===== src/hdl/lpm_pkg.sv =====
// ----------------------------------------------------------------------------
// lpm_pkg
// Shared widths, constants, register indexes and types of the letterbox
// point mapper.
// ----------------------------------------------------------------------------
package lpm_pkg;

  // coordinate and register widths
  localparam int CW      = 14;
  localparam int PW      = 8;
  localparam int PCTW    = 7;
  localparam int PROD_W  = 2 * CW;
  localparam int PTW     = 16;

  // scale limits in percent
  localparam logic [PW-1:0] PCT_MIN  = PW'(10);
  localparam logic [PW-1:0] PCT_MAX  = PW'(200);
  localparam logic [PW-1:0] PCT_FULL = PW'(100);

  // register indexes
  localparam logic [2:0] REG_DESIGN_W = 3'd0;
  localparam logic [2:0] REG_DESIGN_H = 3'd1;
  localparam logic [2:0] REG_TARGET_W = 3'd2;
  localparam logic [2:0] REG_TARGET_H = 3'd3;
  localparam logic [2:0] REG_SCALE    = 3'd4;

  // reset values
  localparam logic [CW-1:0] RST_DESIGN_W = CW'(640);
  localparam logic [CW-1:0] RST_DESIGN_H = CW'(480);
  localparam logic [CW-1:0] RST_TARGET_W = CW'(640);
  localparam logic [CW-1:0] RST_TARGET_H = CW'(480);
  localparam logic [PW-1:0] RST_SCALE    = PW'(100);

  // presentation rectangle
  typedef struct packed {
    logic          nonempty;
    logic [CW-1:0] left;
    logic [CW-1:0] top;
    logic [CW-1:0] width;
    logic [CW-1:0] height;
  } lpm_rect_t;

  // one restoring division step: acc holds remainder over remaining dividend
  function automatic logic [PROD_W-1:0] lpm_div_step(input logic [PROD_W-1:0] acc,
                                                     input logic [CW-1:0] den);
    logic [PROD_W:0] sh;
    logic [CW:0]     top;
    logic            ge;
    logic [CW:0]     newtop;
    sh     = {acc, 1'b0};
    top    = sh[PROD_W:CW];
    ge     = (top >= {1'b0, den});
    newtop = ge ? (top - {1'b0, den}) : top;
    return {newtop[CW-1:0], sh[CW-1:1], ge};
  endfunction

endpackage


===== src/hdl/lpm_point_pipe.sv =====
// ----------------------------------------------------------------------------
// lpm_point_pipe
// Point pipeline: rectangle test, multiply by design size, then one
// restoring division step per stage back to design coordinates.
// ----------------------------------------------------------------------------
module lpm_point_pipe (
  input  logic                     clk,
  input  logic                     rst_n,
  input  logic                     in_valid,
  output logic                     in_ready,
  input  logic [lpm_pkg::PTW-1:0]  point_x,
  input  logic [lpm_pkg::PTW-1:0]  point_y,
  input  lpm_pkg::lpm_rect_t       rect,
  input  logic [lpm_pkg::CW-1:0]   design_w,
  input  logic [lpm_pkg::CW-1:0]   design_h,
  output logic                     out_valid,
  input  logic                     out_ready,
  output logic                     inside_res,
  output logic [lpm_pkg::CW-1:0]   design_x,
  output logic [lpm_pkg::CW-1:0]   design_y
);

  localparam int NS = lpm_pkg::CW + 2;   // capture, multiply, CW divide steps
  localparam int OW = lpm_pkg::PTW + 1;

  logic [NS-1:0]                valid_r;
  logic [NS-1:0]                valid_in;
  logic [NS-1:0]                inside_r;
  logic [lpm_pkg::PROD_W-1:0]   acc_x_r [NS];
  logic [lpm_pkg::PROD_W-1:0]   acc_y_r [NS];
  logic [NS-1:0]                load;

  // per-stage load enables, walked back from the output
  always_comb begin
    logic nxt_ready;
    nxt_ready = out_ready;
    for (int i = NS - 1; i >= 0; i--) begin
      load[i]   = !valid_r[i] || nxt_ready;
      nxt_ready = load[i];
    end
  end

  // rectangle hit test
  logic signed [OW-1:0] ox, oy;
  logic                 hit;
  always_comb begin
    ox  = $signed({point_x[lpm_pkg::PTW-1], point_x}) - $signed(OW'(rect.left));
    oy  = $signed({point_y[lpm_pkg::PTW-1], point_y}) - $signed(OW'(rect.top));
    hit = rect.nonempty && !ox[OW-1] && !oy[OW-1] &&
          (ox < $signed(OW'(rect.width))) && (oy < $signed(OW'(rect.height)));
  end

  // stage valid bits
  assign valid_in = {valid_r[NS-2:0], in_valid};

  always_ff @(posedge clk) begin
    if (!rst_n) begin
      valid_r <= '0;
    end else begin
      for (int i = 0; i < NS; i++) begin
        if (load[i]) begin
          valid_r[i] <= valid_in[i];
        end
      end
    end
  end

  // capture stage
  always_ff @(posedge clk) begin
    if (load[0]) begin
      inside_r[0] <= hit;
      acc_x_r[0]  <= hit ? lpm_pkg::PROD_W'(ox[lpm_pkg::CW-1:0]) : '0;
      acc_y_r[0]  <= hit ? lpm_pkg::PROD_W'(oy[lpm_pkg::CW-1:0]) : '0;
    end
  end

  // multiply stage
  always_ff @(posedge clk) begin
    if (load[1]) begin
      inside_r[1] <= inside_r[0];
      acc_x_r[1]  <= lpm_pkg::PROD_W'(acc_x_r[0][lpm_pkg::CW-1:0]) *
                     lpm_pkg::PROD_W'(design_w);
      acc_y_r[1]  <= lpm_pkg::PROD_W'(acc_y_r[0][lpm_pkg::CW-1:0]) *
                     lpm_pkg::PROD_W'(design_h);
    end
  end

  // divide stages
  for (genvar s = 2; s < NS; s++) begin : g_div
    always_ff @(posedge clk) begin
      if (load[s]) begin
        inside_r[s] <= inside_r[s-1];
        acc_x_r[s]  <= lpm_pkg::lpm_div_step(acc_x_r[s-1], rect.width);
        acc_y_r[s]  <= lpm_pkg::lpm_div_step(acc_y_r[s-1], rect.height);
      end
    end
  end

  assign in_ready   = load[0];
  assign out_valid  = valid_r[NS-1];
  assign inside_res = inside_r[NS-1];
  assign design_x   = inside_r[NS-1] ? acc_x_r[NS-1][lpm_pkg::CW-1:0] : '0;
  assign design_y   = inside_r[NS-1] ? acc_y_r[NS-1][lpm_pkg::CW-1:0] : '0;

endmodule


===== config.mk =====
export PLATFORM = sky130hd
export DESIGN_NAME = lpm_point_pipe
export DESIGN_NICKNAME = d
export VERILOG_FILES = /design/src/hdl/lpm_pkg.sv /design/src/hdl/lpm_point_pipe.sv
export SDC_FILE = /design/constraint.sdc
export NUM_CORES = 2
export LEC_CHECK = 0
export BUFFER_PORTS_ARGS = -buffer_cell sky130_fd_sc_hd__buf_2
export CAP_MARGIN = 20
export CELL_PAD_IN_SITES_DETAIL_PLACEMENT = 1
export CELL_PAD_IN_SITES_GLOBAL_PLACEMENT = 2
export CORE_ASPECT_RATIO = 1.1
export CORE_UTILIZATION = 48
export CTS_BUF_LIST = sky130_fd_sc_hd__clkbuf_16
export CTS_CLUSTER_DIAMETER = 50
export DETAILED_ROUTE_END_ITERATION = 10
export PLACE_DENSITY_LB_ADDON = 0.1
export SYNTH_ARGS = -nofsm -noshare
export SYNTH_HDL_FRONTEND = slang
export SYNTH_SLANG_ARGS = --single-unit

===== constraint.sdc =====
create_clock -name clk -period 15.3 [get_ports clk]
set_input_delay 0 -clock clk [delete_from_list [all_inputs] [get_ports clk]]
set_output_delay 0 -clock clk [all_outputs]
set_load 0.05 [all_outputs]

==> results.md <==
- The total of warnings raised by yosys is 0.
- Counting the buffers created by CTS gives 114.
- The internal power of the cells totals 6550 uW.
- The average wire per cell in the routed design is 21.8 um.
- The period utilization is 0.463.
- For the worst setup path, the data required time is 15850 ps.
- The type of the setup path with the least slack is reg -> reg.
- The first-iteration detailed-routing DRC count is 2218.
- Leaving out fill and tap cells, the most frequent cell in the layout is sky130_fd_sc_hd__edfxtp_1.
- The CTS sink count is 872.
- Wires add up to 164000 um.
- Counting along the longest clock path gives a buffer depth of 3.
- In the synthesized netlist, the number of instances is 5486.
- The number of storage elements in the synthesis netlist is 872.
- The initial standard-cell utilization of the core is 0.484.
- The height of the chip is 380 um.
- The kind of path behind the tightest hold check is in -> reg.
- The post-cts hold buffer count is 32.
- The share of total power in sequential cells is 0.368.
- The critical-path maximum fanout is 14.
- Post-CTS timing repair inserted 0 buffers for setup.
- The number of max-slew violations in the final report is 0.
- From synthesis to final layout, the design area changed by 11.4%.
- The relative contribution of the clock network to total power is 0.281.
- The minimum setup slack among reg-to-reg paths is 8220 ps.
- In the layout the commonest cells are sky130_fd_sc_hd__edfxtp_1, sky130_fd_sc_hd__ha_1, sky130_fd_sc_hd__inv_1.
- In this run the remaining antenna-violating nets after routing total 0.
- After synthesis, the mean cell area works out to 11.4 um^2.
- The net count reported at finish is 6805.
- The residual overflow from global routing is 0.
- For this run, design rule violations remaining after detail routing come to 0.
- Setup violations remaining at the end of the flow were counted as 0.
- For this run, the register share of the synthesized area comes to 0.417.
- The post-synthesis net count is 6547.
- From left edge to right edge, the die measures 346 um.
- The number of I/O pins is 152.
- The count of buffers added on input and output ports is 151.
- Timing analysis after detailed placement gives a worst setup slack of 8240 ps.
- The total routing resource utilization after global routing is 0.251.
- The number of global-route vias before repair is 46300.
- Max-cap violations in this run came to 0.
- The core outline area is 0.129 mm^2.
- In this run the power spent charging and discharging nets is 3140 uW.
- The clock edge transition at the registers on the reported setup and hold paths is 60 ps.
- The initial antenna violation count is 7.
- The flow ran to the end, and the final reports show no timing, DRC or antenna violations.
- The slew at the pin closest to its max-slew limit is 1030 ps.
- The deepest level of the CTS H-tree is 3.
- The first global-routing pass estimated 259000 um of wire.
- The worst path meets setup with 8220 ps of slack.
- The worst setup skew after layout is 42.2 ps.
- The arrival time reported for the critical path endpoint is 7630 ps.
- STA classifies the critical path endpoint as a flop.
- The accumulated negative setup slack is 0 ps.
- The repair_antennas step left the layout with diodes totalling 0.
- The final count of hold timing violations came to 0.
- On the final layout, the worst hold slack is 47.5 ps.
- The initialized floorplan defines 138 standard-cell rows.
- The count of TritonRoute iterations in the first routing pass is 5.
- The cell at the root of the clock tree is sky130_fd_sc_hd__clkbuf_16.
- The worst setup path is launched from a flop.
- Measured against its own limit, the worst slew margin works out to 0.311.
- The analysis attributes to cell leakage a power of 0.0321 uW.
- Entering global routing, the biggest net connects 60 pins.
- The post-synthesis instance area is 0.0624 mm^2.
- TritonCTS built the clock tree.
- Of the cells placed in the final design, the portion with a size suffix greater than 1 is 0.126.
- Counting I/O delays and the setup requirement, the final critical path takes 7080 ps.
- Across the VDD grid, the largest voltage drop is 0.0901 mV.
- Power spread over the standard cell area amounts to 139 mW/mm^2.
- The commonest register cell after synthesis is sky130_fd_sc_hd__edfxtp_1.
- The netlist uses 74 different library cells.
- Timing would allow up to 0.141 GHz.
- For this run, asynchronously set or reset flops after synthesis account for 0.
- The count of vias placed by the detailed router is 42700.
- Dividing the detail-routed via count by the number of cells gives 5.67.
- The insertion delay to the later sink of the worst-skew pair is 720 ps.
- The weighted congestion at the end of routability-driven global placement is 0.844.
- The proportion of power drawn by combinational gates is 0.350.
- Setup repair after global routing left no endpoint under its margin.
- Yosys mapped a number of flops with a built-in enable equal to 856.
- Once detailed placement completed, the half-perimeter wirelength came to 123000 um.
- The post-cts resize count is 0.
- The die footprint is 0.131 mm^2.
- Of the total power, the share spent switching nets is 0.324.
cells in the mapped netlist (all sizes together) (15+ instances only):
cell	n	area (um^2)
and2	226	1410
mux2	269	3030
nor3	102	510
or2	19	119
inv	586	2200
nor2	262	1050
xnor2	226	1980
mux2i	54	541
nand2	353	1330
buf	33	184
a21oi	254	1270
a211oi	43	323
nor2b	83	519
clkbuf	74	278
a21boi	30	225
o2111ai	16	140
or3	26	163
o21bai	16	120
nand3	89	445
o21a	81	608
or4	20	154
edfxtp	856	25700
o221ai	15	131
nand2b	55	344
nor4	39	250
o41ai	19	166
o21ai	182	911
xor2	66	578
dfxtp	16	320
a21o	154	1160
a31oi	32	200
nand4	74	463
ha	630	7880
fa	310	6210
o211ai	24	180
and3	27	169
through the flow:
step,area [um^2],cells,total power (uW),util
after floorplan,62400,5486,6080,-
after global placement,65300,7275,6870,0.507
after detailed placement,65300,7275,6980,0.507
after CTS,69500,7521,9780,0.540
after global routing,69500,7522,10200,0.540
final,69500,7522,9700,0.540
power by group through the flow:
stage | sequential (uW) | clock (uW) | combinational [uW]
2_1_floorplan | 3480 | 0 | 2600
3_3_place_gp | 3600 | 0 | 3270
3_5_place_dp | 3630 | 0 | 3360
4_1_cts | 3580 | 2780 | 3410
5_1_grt | 3620 | 2860 | 3760
6_report | 3570 | 2730 | 3400
final timing paths:
kind	from	endpoint	cells after the start
setup / recovery	acc_x_r[0][5]	acc_x_r[0][51]	21
hold / removal	rect[29]	acc_y_r[0][1]	5
setup reg to reg	acc_x_r[0][5]	acc_x_r[0][51]	21
hold reg to reg	acc_y_r[0][115]	acc_y_r[0][144]	0
critical path, cell delays in order (launching register included):
cell                       delay [ps]
sky130_fd_sc_hd__edfxtp_1         610
sky130_fd_sc_hd__and2_1           270
sky130_fd_sc_hd__fa_1             550
sky130_fd_sc_hd__inv_1             60
sky130_fd_sc_hd__fa_1             530
sky130_fd_sc_hd__inv_1             50
sky130_fd_sc_hd__fa_1             490
sky130_fd_sc_hd__inv_1             50
sky130_fd_sc_hd__fa_1             480
sky130_fd_sc_hd__inv_1             60
sky130_fd_sc_hd__fa_1             530
sky130_fd_sc_hd__inv_1             50
sky130_fd_sc_hd__fa_1             530
sky130_fd_sc_hd__inv_1             40
sky130_fd_sc_hd__ha_1             350
sky130_fd_sc_hd__a21oi_1          150
sky130_fd_sc_hd__nor2b_1           60
sky130_fd_sc_hd__o21ai_0          200
sky130_fd_sc_hd__o211ai_1         210
sky130_fd_sc_hd__a221oi_1         910
sky130_fd_sc_hd__or4b_2           650
sky130_fd_sc_hd__nand4_1          110
area by class of cell:
type	instances	area, um^2
repair buffers	249	1570
fillers	13600	59300
multi-input cells	3921	33800
inverters	586	2200
clock inverters	98	980
flip-flops and latches	872	26000
well taps	1680	2100
clock buffers	116	2900
logic make-up (layout without fill, tap and decap cells):
kind of cell    Yosys count  count (layout)  synth area share
compound gates          964             964             0.101
xor+xnor                292             292            0.0410
fa+ha+maj               940             940             0.226
buf+inv                 693            1049            0.0426
flops                   872             872             0.417
mux                     323             323            0.0572
simple gates           1402            1402             0.115
metal layers:
metal	up-vias	routed length (um)	GRT usage
met5	-	0	0
li1	20300	-	-
met2	743	82200	0.444
met4	0	4410	0.0761
met3	263	5890	0.0250
met1	21400	71800	0.323
sequential cells by signal (all words and copies together) (netlist names):
name,cells
acc_x_r,420
acc_y_r,420
inside_r,15
inside_res,1
valid_r,16
(Power assumes the default switching activity.)
