==> src/hdl/lpm_pkg.sv <==
// ----------------------------------------------------------------------------
// lpm_pkg
// Shared widths, constants, register indexes and types of the letterbox
// point mapper.
// ----------------------------------------------------------------------------
package lpm_pkg;

  // coordinate and register widths
  localparam int CW      = 14;
  localparam int PW      = 8;
  localparam int PCTW    = 7;
  localparam int PROD_W  = 2 * CW;
  localparam int PTW     = 16;

  // scale limits in percent
  localparam logic [PW-1:0] PCT_MIN  = PW'(10);
  localparam logic [PW-1:0] PCT_MAX  = PW'(200);
  localparam logic [PW-1:0] PCT_FULL = PW'(100);

  // register indexes
  localparam logic [2:0] REG_DESIGN_W = 3'd0;
  localparam logic [2:0] REG_DESIGN_H = 3'd1;
  localparam logic [2:0] REG_TARGET_W = 3'd2;
  localparam logic [2:0] REG_TARGET_H = 3'd3;
  localparam logic [2:0] REG_SCALE    = 3'd4;

  // reset values
  localparam logic [CW-1:0] RST_DESIGN_W = CW'(640);
  localparam logic [CW-1:0] RST_DESIGN_H = CW'(480);
  localparam logic [CW-1:0] RST_TARGET_W = CW'(640);
  localparam logic [CW-1:0] RST_TARGET_H = CW'(480);
  localparam logic [PW-1:0] RST_SCALE    = PW'(100);

  // presentation rectangle
  typedef struct packed {
    logic          nonempty;
    logic [CW-1:0] left;
    logic [CW-1:0] top;
    logic [CW-1:0] width;
    logic [CW-1:0] height;
  } lpm_rect_t;

  // one restoring division step: acc holds remainder over remaining dividend
  function automatic logic [PROD_W-1:0] lpm_div_step(input logic [PROD_W-1:0] acc,
                                                     input logic [CW-1:0] den);
    logic [PROD_W:0] sh;
    logic [CW:0]     top;
    logic            ge;
    logic [CW:0]     newtop;
    sh     = {acc, 1'b0};
    top    = sh[PROD_W:CW];
    ge     = (top >= {1'b0, den});
    newtop = ge ? (top - {1'b0, den}) : top;
    return {newtop[CW-1:0], sh[CW-1:1], ge};
  endfunction

endpackage

==> src/hdl/lpm_rect_calc.sv <==
// ----------------------------------------------------------------------------
// lpm_rect_calc
// Sequencer that recomputes the presentation rectangle after reset and after
// every register write: a reciprocal multiply for the limiting axis and a
// bit-serial divider for the other axis.
// ----------------------------------------------------------------------------
module lpm_rect_calc (
  input  logic                    clk,
  input  logic                    rst_n,
  input  logic                    cfg_wr,
  input  logic [lpm_pkg::CW-1:0]  design_w,
  input  logic [lpm_pkg::CW-1:0]  design_h,
  input  logic [lpm_pkg::CW-1:0]  target_w,
  input  logic [lpm_pkg::CW-1:0]  target_h,
  input  logic [lpm_pkg::PW-1:0]  scale,
  output logic                    rect_ready,
  output lpm_pkg::lpm_rect_t      rect
);

  localparam int NW  = 36;   // dividend width
  localparam int DW  = 22;   // divisor width
  localparam int CNW = 6;

  // divide by 200 as divide by 8, then multiply by 2^24/25 rounded up
  localparam int PNW = 19;
  localparam int RCW = 20;
  localparam int PQW = PNW + RCW;
  localparam int RSH = 24;
  localparam logic [RCW-1:0] RECIP_25 = RCW'(671089);

  localparam logic [2:0] ST_IDLE = 3'd0;
  localparam logic [2:0] ST_MUL  = 3'd1;
  localparam logic [2:0] ST_SEL  = 3'd2;
  localparam logic [2:0] ST_DIV1 = 3'd3;
  localparam logic [2:0] ST_DIV2 = 3'd4;
  localparam logic [2:0] ST_FIN  = 3'd5;

  logic [2:0]                   state_r, state_nxt;
  logic                         dirty_r, dirty_nxt;
  logic [lpm_pkg::PROD_W-1:0]   prod_a_r, prod_b_r;
  logic                         lim_w_r;
  logic                         empty_r;
  logic [NW-1:0]                num_r, num2_r;
  logic [DW-1:0]                den_r, den2_r;
  logic [DW-1:0]                rem_r;
  logic [CNW-1:0]               cnt_r;
  logic [NW-1:0]                q1_r;
  lpm_pkg::lpm_rect_t           rect_r;

  // clamped percent
  logic [lpm_pkg::PCTW-1:0]     pct;
  always_comb begin
    if (scale < lpm_pkg::PCT_MIN) begin
      pct = lpm_pkg::PCTW'(lpm_pkg::PCT_MIN);
    end else if (scale > lpm_pkg::PCT_FULL) begin
      pct = lpm_pkg::PCTW'(lpm_pkg::PCT_FULL);
    end else begin
      pct = scale[lpm_pkg::PCTW-1:0];
    end
  end

  // limiting axis size: (2*t*p + 100) / 200
  logic [PQW-1:0] pct_prod;
  always_comb begin
    pct_prod = PQW'(num_r[PNW+2:3]) * PQW'(RECIP_25);
  end

  // one divider step
  logic [DW:0] trial;
  logic        ge;
  always_comb begin
    trial = {rem_r, num_r[NW-1]};
    ge    = (trial >= {1'b0, den_r});
  end

  // operands of the two divisions
  logic                       lim;
  logic [lpm_pkg::CW-1:0]     t_lim, d_lim;
  logic [lpm_pkg::PROD_W-1:0] p_lim;
  always_comb begin
    lim   = (prod_a_r <= prod_b_r);
    t_lim = lim ? target_w : target_h;
    d_lim = lim ? design_w : design_h;
    p_lim = lim ? prod_a_r : prod_b_r;
  end

  // final clamp and centering
  logic [NW-1:0]          r_lim_q, r_oth_q;
  logic [lpm_pkg::CW-1:0] t_oth, r_lim, r_oth, rw, rh;
  always_comb begin
    r_lim_q = q1_r;
    r_oth_q = num_r;
    t_oth   = lim_w_r ? target_h : target_w;
    if (r_lim_q == '0) begin
      r_lim = lpm_pkg::CW'(1);
    end else if (r_lim_q > NW'(t_lim)) begin
      r_lim = t_lim;
    end else begin
      r_lim = r_lim_q[lpm_pkg::CW-1:0];
    end
    if (r_oth_q == '0) begin
      r_oth = lpm_pkg::CW'(1);
    end else if (r_oth_q > NW'(t_oth)) begin
      r_oth = t_oth;
    end else begin
      r_oth = r_oth_q[lpm_pkg::CW-1:0];
    end
    rw = lim_w_r ? r_lim : r_oth;
    rh = lim_w_r ? r_oth : r_lim;
  end

  // sequencer control
  always_comb begin
    state_nxt = state_r;
    dirty_nxt = dirty_r | cfg_wr;
    unique case (state_r)
      ST_IDLE: begin
        if (dirty_r) begin
          state_nxt = ST_MUL;
          dirty_nxt = cfg_wr;
        end
      end
      ST_MUL:  state_nxt = ST_SEL;
      ST_SEL:  state_nxt = empty_r ? ST_FIN : ST_DIV1;
      ST_DIV1: state_nxt = ST_DIV2;
      ST_DIV2: begin
        if (cnt_r == CNW'(NW - 1)) begin
          state_nxt = ST_FIN;
        end
      end
      ST_FIN:  state_nxt = ST_IDLE;
      default: state_nxt = ST_IDLE;
    endcase
  end

  always_ff @(posedge clk) begin
    if (!rst_n) begin
      state_r <= ST_IDLE;
      dirty_r <= 1'b1;
    end else begin
      state_r <= state_nxt;
      dirty_r <= dirty_nxt;
    end
  end

  // datapath
  always_ff @(posedge clk) begin
    case (state_r)
      ST_MUL: begin
        prod_a_r <= lpm_pkg::PROD_W'(target_w) * lpm_pkg::PROD_W'(design_h);
        prod_b_r <= lpm_pkg::PROD_W'(target_h) * lpm_pkg::PROD_W'(design_w);
        empty_r  <= (target_w == '0) || (target_h == '0) ||
                    (design_w == '0) || (design_h == '0);
      end
      ST_SEL: begin
        lim_w_r <= lim;
        num_r   <= NW'({t_lim, 1'b0}) * NW'(pct) + NW'(lpm_pkg::PCT_FULL);
        num2_r  <= NW'({p_lim, 1'b0}) * NW'(pct) +
                   NW'(d_lim) * NW'(lpm_pkg::PCT_FULL);
        den2_r  <= DW'(d_lim) * DW'(lpm_pkg::PCT_MAX);
        rem_r   <= '0;
        cnt_r   <= '0;
      end
      ST_DIV1: begin
        q1_r  <= NW'(pct_prod[PQW-1:RSH]);
        num_r <= num2_r;
        den_r <= den2_r;
        rem_r <= '0;
        cnt_r <= '0;
      end
      ST_DIV2: begin
        num_r <= {num_r[NW-2:0], ge};
        rem_r <= ge ? DW'(trial - {1'b0, den_r}) : trial[DW-1:0];
        cnt_r <= cnt_r + CNW'(1);
      end
      ST_FIN: begin
        if (empty_r) begin
          rect_r <= '0;
        end else begin
          rect_r.nonempty <= 1'b1;
          rect_r.width    <= rw;
          rect_r.height   <= rh;
          rect_r.left     <= (target_w - rw) >> 1;
          rect_r.top      <= (target_h - rh) >> 1;
        end
      end
      default: ;
    endcase
  end

  assign rect_ready = (state_r == ST_IDLE) && !dirty_r;
  assign rect       = rect_r;

endmodule

==> config.mk <==
export PLATFORM = sky130hd
export DESIGN_NAME = lpm_rect_calc
export DESIGN_NICKNAME = d
export VERILOG_FILES = /design/src/hdl/lpm_pkg.sv /design/src/hdl/lpm_rect_calc.sv
export SDC_FILE = /design/constraint.sdc
export NUM_CORES = 2
export LEC_CHECK = 0
export ABC_CLOCK_PERIOD_IN_PS = 11000
export BUFFER_PORTS_ARGS = -buffer_cell sky130_fd_sc_hd__buf_2
export CAP_MARGIN = 20
export CORE_MARGIN = 1
export CORE_UTILIZATION = 55
export CTS_CLUSTER_DIAMETER = 50
export DETAILED_ROUTE_END_ITERATION = 8
export PLACE_DENSITY_LB_ADDON = 0.3
export SLEW_MARGIN = 20
export SYNTH_ARGS = -nofsm -noshare
export SYNTH_HDL_FRONTEND = slang
export SYNTH_SLANG_ARGS = --single-unit
==> constraint.sdc <==
create_clock -name clk -period 11 [get_ports clk]
set_input_delay 2.2 -clock clk [delete_from_list [all_inputs] [get_ports clk]]
set_output_delay 2.2 -clock clk [all_outputs]
set_load 0.05 [all_outputs]
==> results.rst <==
.. list-table::
   :header-rows: 1

   * - Metric
     - Value
   * - Outcome
     - complete, no violations
   * - Synthesized area per cell
     - between 9 and 10 sq um
   * - Post-Route Skew
     - approximately 24 ps
   * - Pins Over Slew Limit
     - 0
   * - Post-synthesis share of cell area spent on xor and xnor gates
     - 4.03%
   * - Detailed-route via count
     - around 33000
   * - Setup repair after global routing missed its margin
     - no
   * - Warnings from Yosys
     - 0
   * - Share of synthesized registers carrying an async set or reset
     - 0%
   * - Clock edge transition at the registers on the reported setup and hold paths
     - around 50 ps
   * - Final period util
     - roughly nine tenths
   * - Post-synth cell types
     - 88
   * - Post-DR vias/cell
     - 5.69
   * - Total I/O pin count
     - ~130
   * - Time the worst path needs with I/O delays and setup
     - ~9900 ps
   * - Iteration-0 DRC count of the detailed router
     - between 2000 and 2500
   * - Number of buffers added by the clock tree synthesis step
     - 37
   * - DR pass1 iterations
     - 6
   * - Slew margin rel.
     - between 20% and 30%
   * - Highest metal layer used by the detailed router
     - met5
   * - Adder-cell share of the synthesized area
     - ~45%
   * - CP endpoint kind
     - flop
   * - Cell chosen for the clock root
     - clkbuf_16
   * - Post-route DRC
     - 0
   * - Routed Wire Length
     - roughly 110000 um
   * - Number of maximum-capacitance constraint violations
     - 0
   * - Number of cell rows
     - 103
   * - Core Footprint
     - between 70000 and 80000 sq um
   * - Largest delay contributor family on the critical path
     - simple AND/OR/NAND/NOR gates
   * - Share of cell area taken by muxes after synthesis
     - about 1.2%
   * - Final weighted congestion in routability-driven placement
     - around 0.95
   * - Post-synthesis register bit count
     - 269
   * - Final core occ
     - about three fifths
   * - Path category of the worst min-delay check
     - flop to flop
   * - Routed wire per std cell
     - 19.2 um
   * - Most repeated library cell on the critical path
     - inv_1
   * - CTS tree
     - done
   * - Fraction of final layout cells sized beyond drive strength 1
     - under 10%
   * - Count of fill cells added during filler insertion
     - roughly 6800
   * - Slowest cell on the critical path
     - nor4_2
   * - Setup slack of the critical path after layout
     - around 1100 ps
   * - EDFF count, synth
     - ~270
   * - Buffers on Ports
     - 122
   * - Leftover overflow at the end of global routing
     - 0
   * - Count of final setup violators
     - 0
   * - Level count of the clock H-tree
     - 2
   * - Synth Instances
     - roughly 4700
   * - Mapped cell area
     - 44300 sq um
   * - Die Width
     - between 200 and 300 um
   * - Clock latency on the worst-skew pair
     - slightly below 600 ps
   * - Slew at the pin with the worst max-slew slack
     - 1060 ps
   * - Half-perimeter wire length of the detailed placement result
     - 89900 um
   * - Die extent in y
     - 286 um
   * - Count of buffers added by post-CTS timing repair for setup
     - 0
   * - Compound-Gate Fraction of Synth Area
     - approximately a tenth
   * - Overall global routing resource usage
     - 28.3%
   * - Full die area
     - between 80000 and 90000 sq um
   * - Sequential share of the synthesized area
     - 18.1%
   * - Hold-fix buffer count after cts
     - 0
   * - Area Growth Syn to Fin
     - 6.50%
   * - Total count of hold-check failures in the final report
     - 0
   * - Nature of the critical path startpoint
     - flop
   * - Total clock sinks
     - around 270
   * - Count of instances resized after the clock tree is built
     - 0
   * - Number of nets with antenna violations after routing
     - 0
   * - Post-route setup TNS
     - 0 ps
   * - Post-synthesis share of cell area spent on and, or, nand and nor gates
     - between 10% and 20%
   * - Met1 Routed Length
     - 47400 um
   * - Worst-path maximum fanout
     - 34
   * - Min Hold Slack
     - roughly 420 ps
   * - Worst slack at placement
     - between 700 and 800 ps
   * - Initial cell density of the core
     - between 50 and 60%
   * - Delay contributed by the slowest stage of the critical path
     - just over 600 ps
   * - Wire length on met3
     - just under 9000 um
   * - Main combinational cell family by area after synthesis
     - adder cells
   * - Buffers & Inverters on Critical Path
     - 6
   * - FMAX
     - just over 100 MHz
   * - Final net count
     - roughly 6000
   * - CP Class
     - flop to flop
   * - Met2 wirelength from detailed routing
     - a little over 50000 um
   * - Number of antenna violations at the first check in global routing
     - 9
   * - First-pass GRT wire length
     - roughly 180000 um
   * - Largest net degree at the start of global routing
     - between 50 and 60
   * - Required @ worst endpoint
     - roughly 11000 ps
   * - Via count of the first global-routing pass
     - ~34000
   * - Top_reg_cell synth
     - edfxtp_1
   * - Arr. time, crit path
     - 10220 ps
   * - Clock Path Buffers
     - 3
[layer usage]
metal	vias up	GRT usage (%)
met5	-	0
met4	14	10.3
met3	241	5.31
met2	1136	46.2
met1	16400	37.5
li1	15400	-
[through the flow]
step / std cells / cell area [sq um]
global placement: 5767 / 46000
global route: 5832 / 47200
floorplan: 4700 / 44300
detailed placement: 5767 / 46000
finish: 5835 / 47200
CTS: 5832 / 47200
[cells by family (layout without fill, tap and decap cells)]
group,after synthesis,in the layout
AND/OR/NAND/NOR,1322,1322
adder cells (fa/ha/maj),1220,1220
buffers and inverters,993,1075
AO/OA/AOI/OAI,640,640
flip-flops,269,269
XOR/XNOR,204,204
multiplexers,50,50
other,1,5
[sequential cells by signal, summed over array words and instances, names as in the netlist]
| name | cells |
|---|---|
| empty_r | 1 |
| den_r | 19 |
| cnt_r | 6 |
| num_r | 36 |
| state_r | 3 |
| dirty_r | 1 |
| prod_a_r | 28 |
| rect | 55 |
| lim_w_r | 1 |
| q1_r | 15 |
| rem_r | 22 |
| prod_b_r | 28 |
| num2_r | 35 |
| den2_r | 19 |
[layout make-up]
type	count	area [sq um]	area share (%)
well taps	1050	1310	2.78
clock inverters	24	243	0.514
flip-flops and latches	269	8040	17.0
multi-input cells	3438	32600	69.0
diodes	3	7.51	0.0159
clock buffers	41	941	1.99
repair buffers	156	866	1.83
inverters	854	3210	6.79
[cell usage in the layout, fill, tap and decap left out, types with 9 or more instances in the layout]
cell	instances
nand3_1	62
nor2b_1	37
o21a_1	26
a2111oi_0	10
o211ai_1	18
fa_1	609
a21o_1	69
o31ai_1	25
nor2_1	410
nor4_1	25
nand2_1	401
a22o_1	13
buf_4	34
edfxtp_1	265
a31oi_1	22
or2_2	12
inv_1	853
a22oi_1	20
o21ai_1	9
and3_1	27
mux2i_1	36
nand2b_1	52
clkbuf_16	37
a21oi_1	196
a211oi_1	23
and2_1	189
ha_1	611
nand4_1	23
o21bai_1	20
o21ai_0	106
xnor2_1	138
buf_2	122
xor2_1	66
mux2_2	12
a21boi_0	9
nor3_1	41
[final timing paths]
check                                       startpoint                    to  slack (ps)  cells past startpoint
worst max register to register  prod_a_r[22]$_DFFE_PP_  num2_r[35]$_DFFE_PP_        1100                     36
worst min-delay path              den2_r[15]$_DFFE_PP_   den_r[15]$_DFFE_PP_         420                      0
worst min register to register    den2_r[15]$_DFFE_PP_   den_r[15]$_DFFE_PP_         420                      0
worst max-delay path            prod_a_r[22]$_DFFE_PP_  num2_r[35]$_DFFE_PP_        1100                     36
[synthesized netlist by cell type, types with 5 or more instances]
cell	number	share of area, %
a2111oi_0	10	0.20
a211o_1	6	0.12
a211oi_1	23	0.39
a21boi_0	9	0.15
a21o_1	69	1.2
a21oi_1	198	2.2
a22o_1	13	0.26
a22oi_1	20	0.34
a311oi_1	5	0.099
a31o_2	7	0.14
a31oi_1	22	0.31
and2_1	189	2.7
and3_1	27	0.38
and4_1	7	0.14
buf_2	5	0.056
clkbuf_1	127	1.1
edfxtp_1	265	18
fa_1	609	28
ha_1	611	17
inv_1	854	7.2
mux2_2	12	0.30
mux2i_1	36	0.81
nand2_1	401	3.4
nand2b_1	52	0.73
nand3_1	62	0.70
nand4_1	23	0.32
nor2_1	413	3.5
nor2b_1	37	0.52
nor3_1	42	0.47
nor3b_1	5	0.085
nor4_1	25	0.35
o2111ai_1	7	0.14
o211ai_1	18	0.30
o21a_1	26	0.44
o21ai_0	106	1.2
o21ai_1	10	0.11
o21bai_1	20	0.34
o31ai_1	25	0.42
or2_2	12	0.17
or3_1	7	0.099
xnor2_1	138	2.7
xor2_1	66	1.3
Power is left out: the tool's default activity adds up to more than one toggle a clock period on the data nets, which glitch-free logic cannot reach.
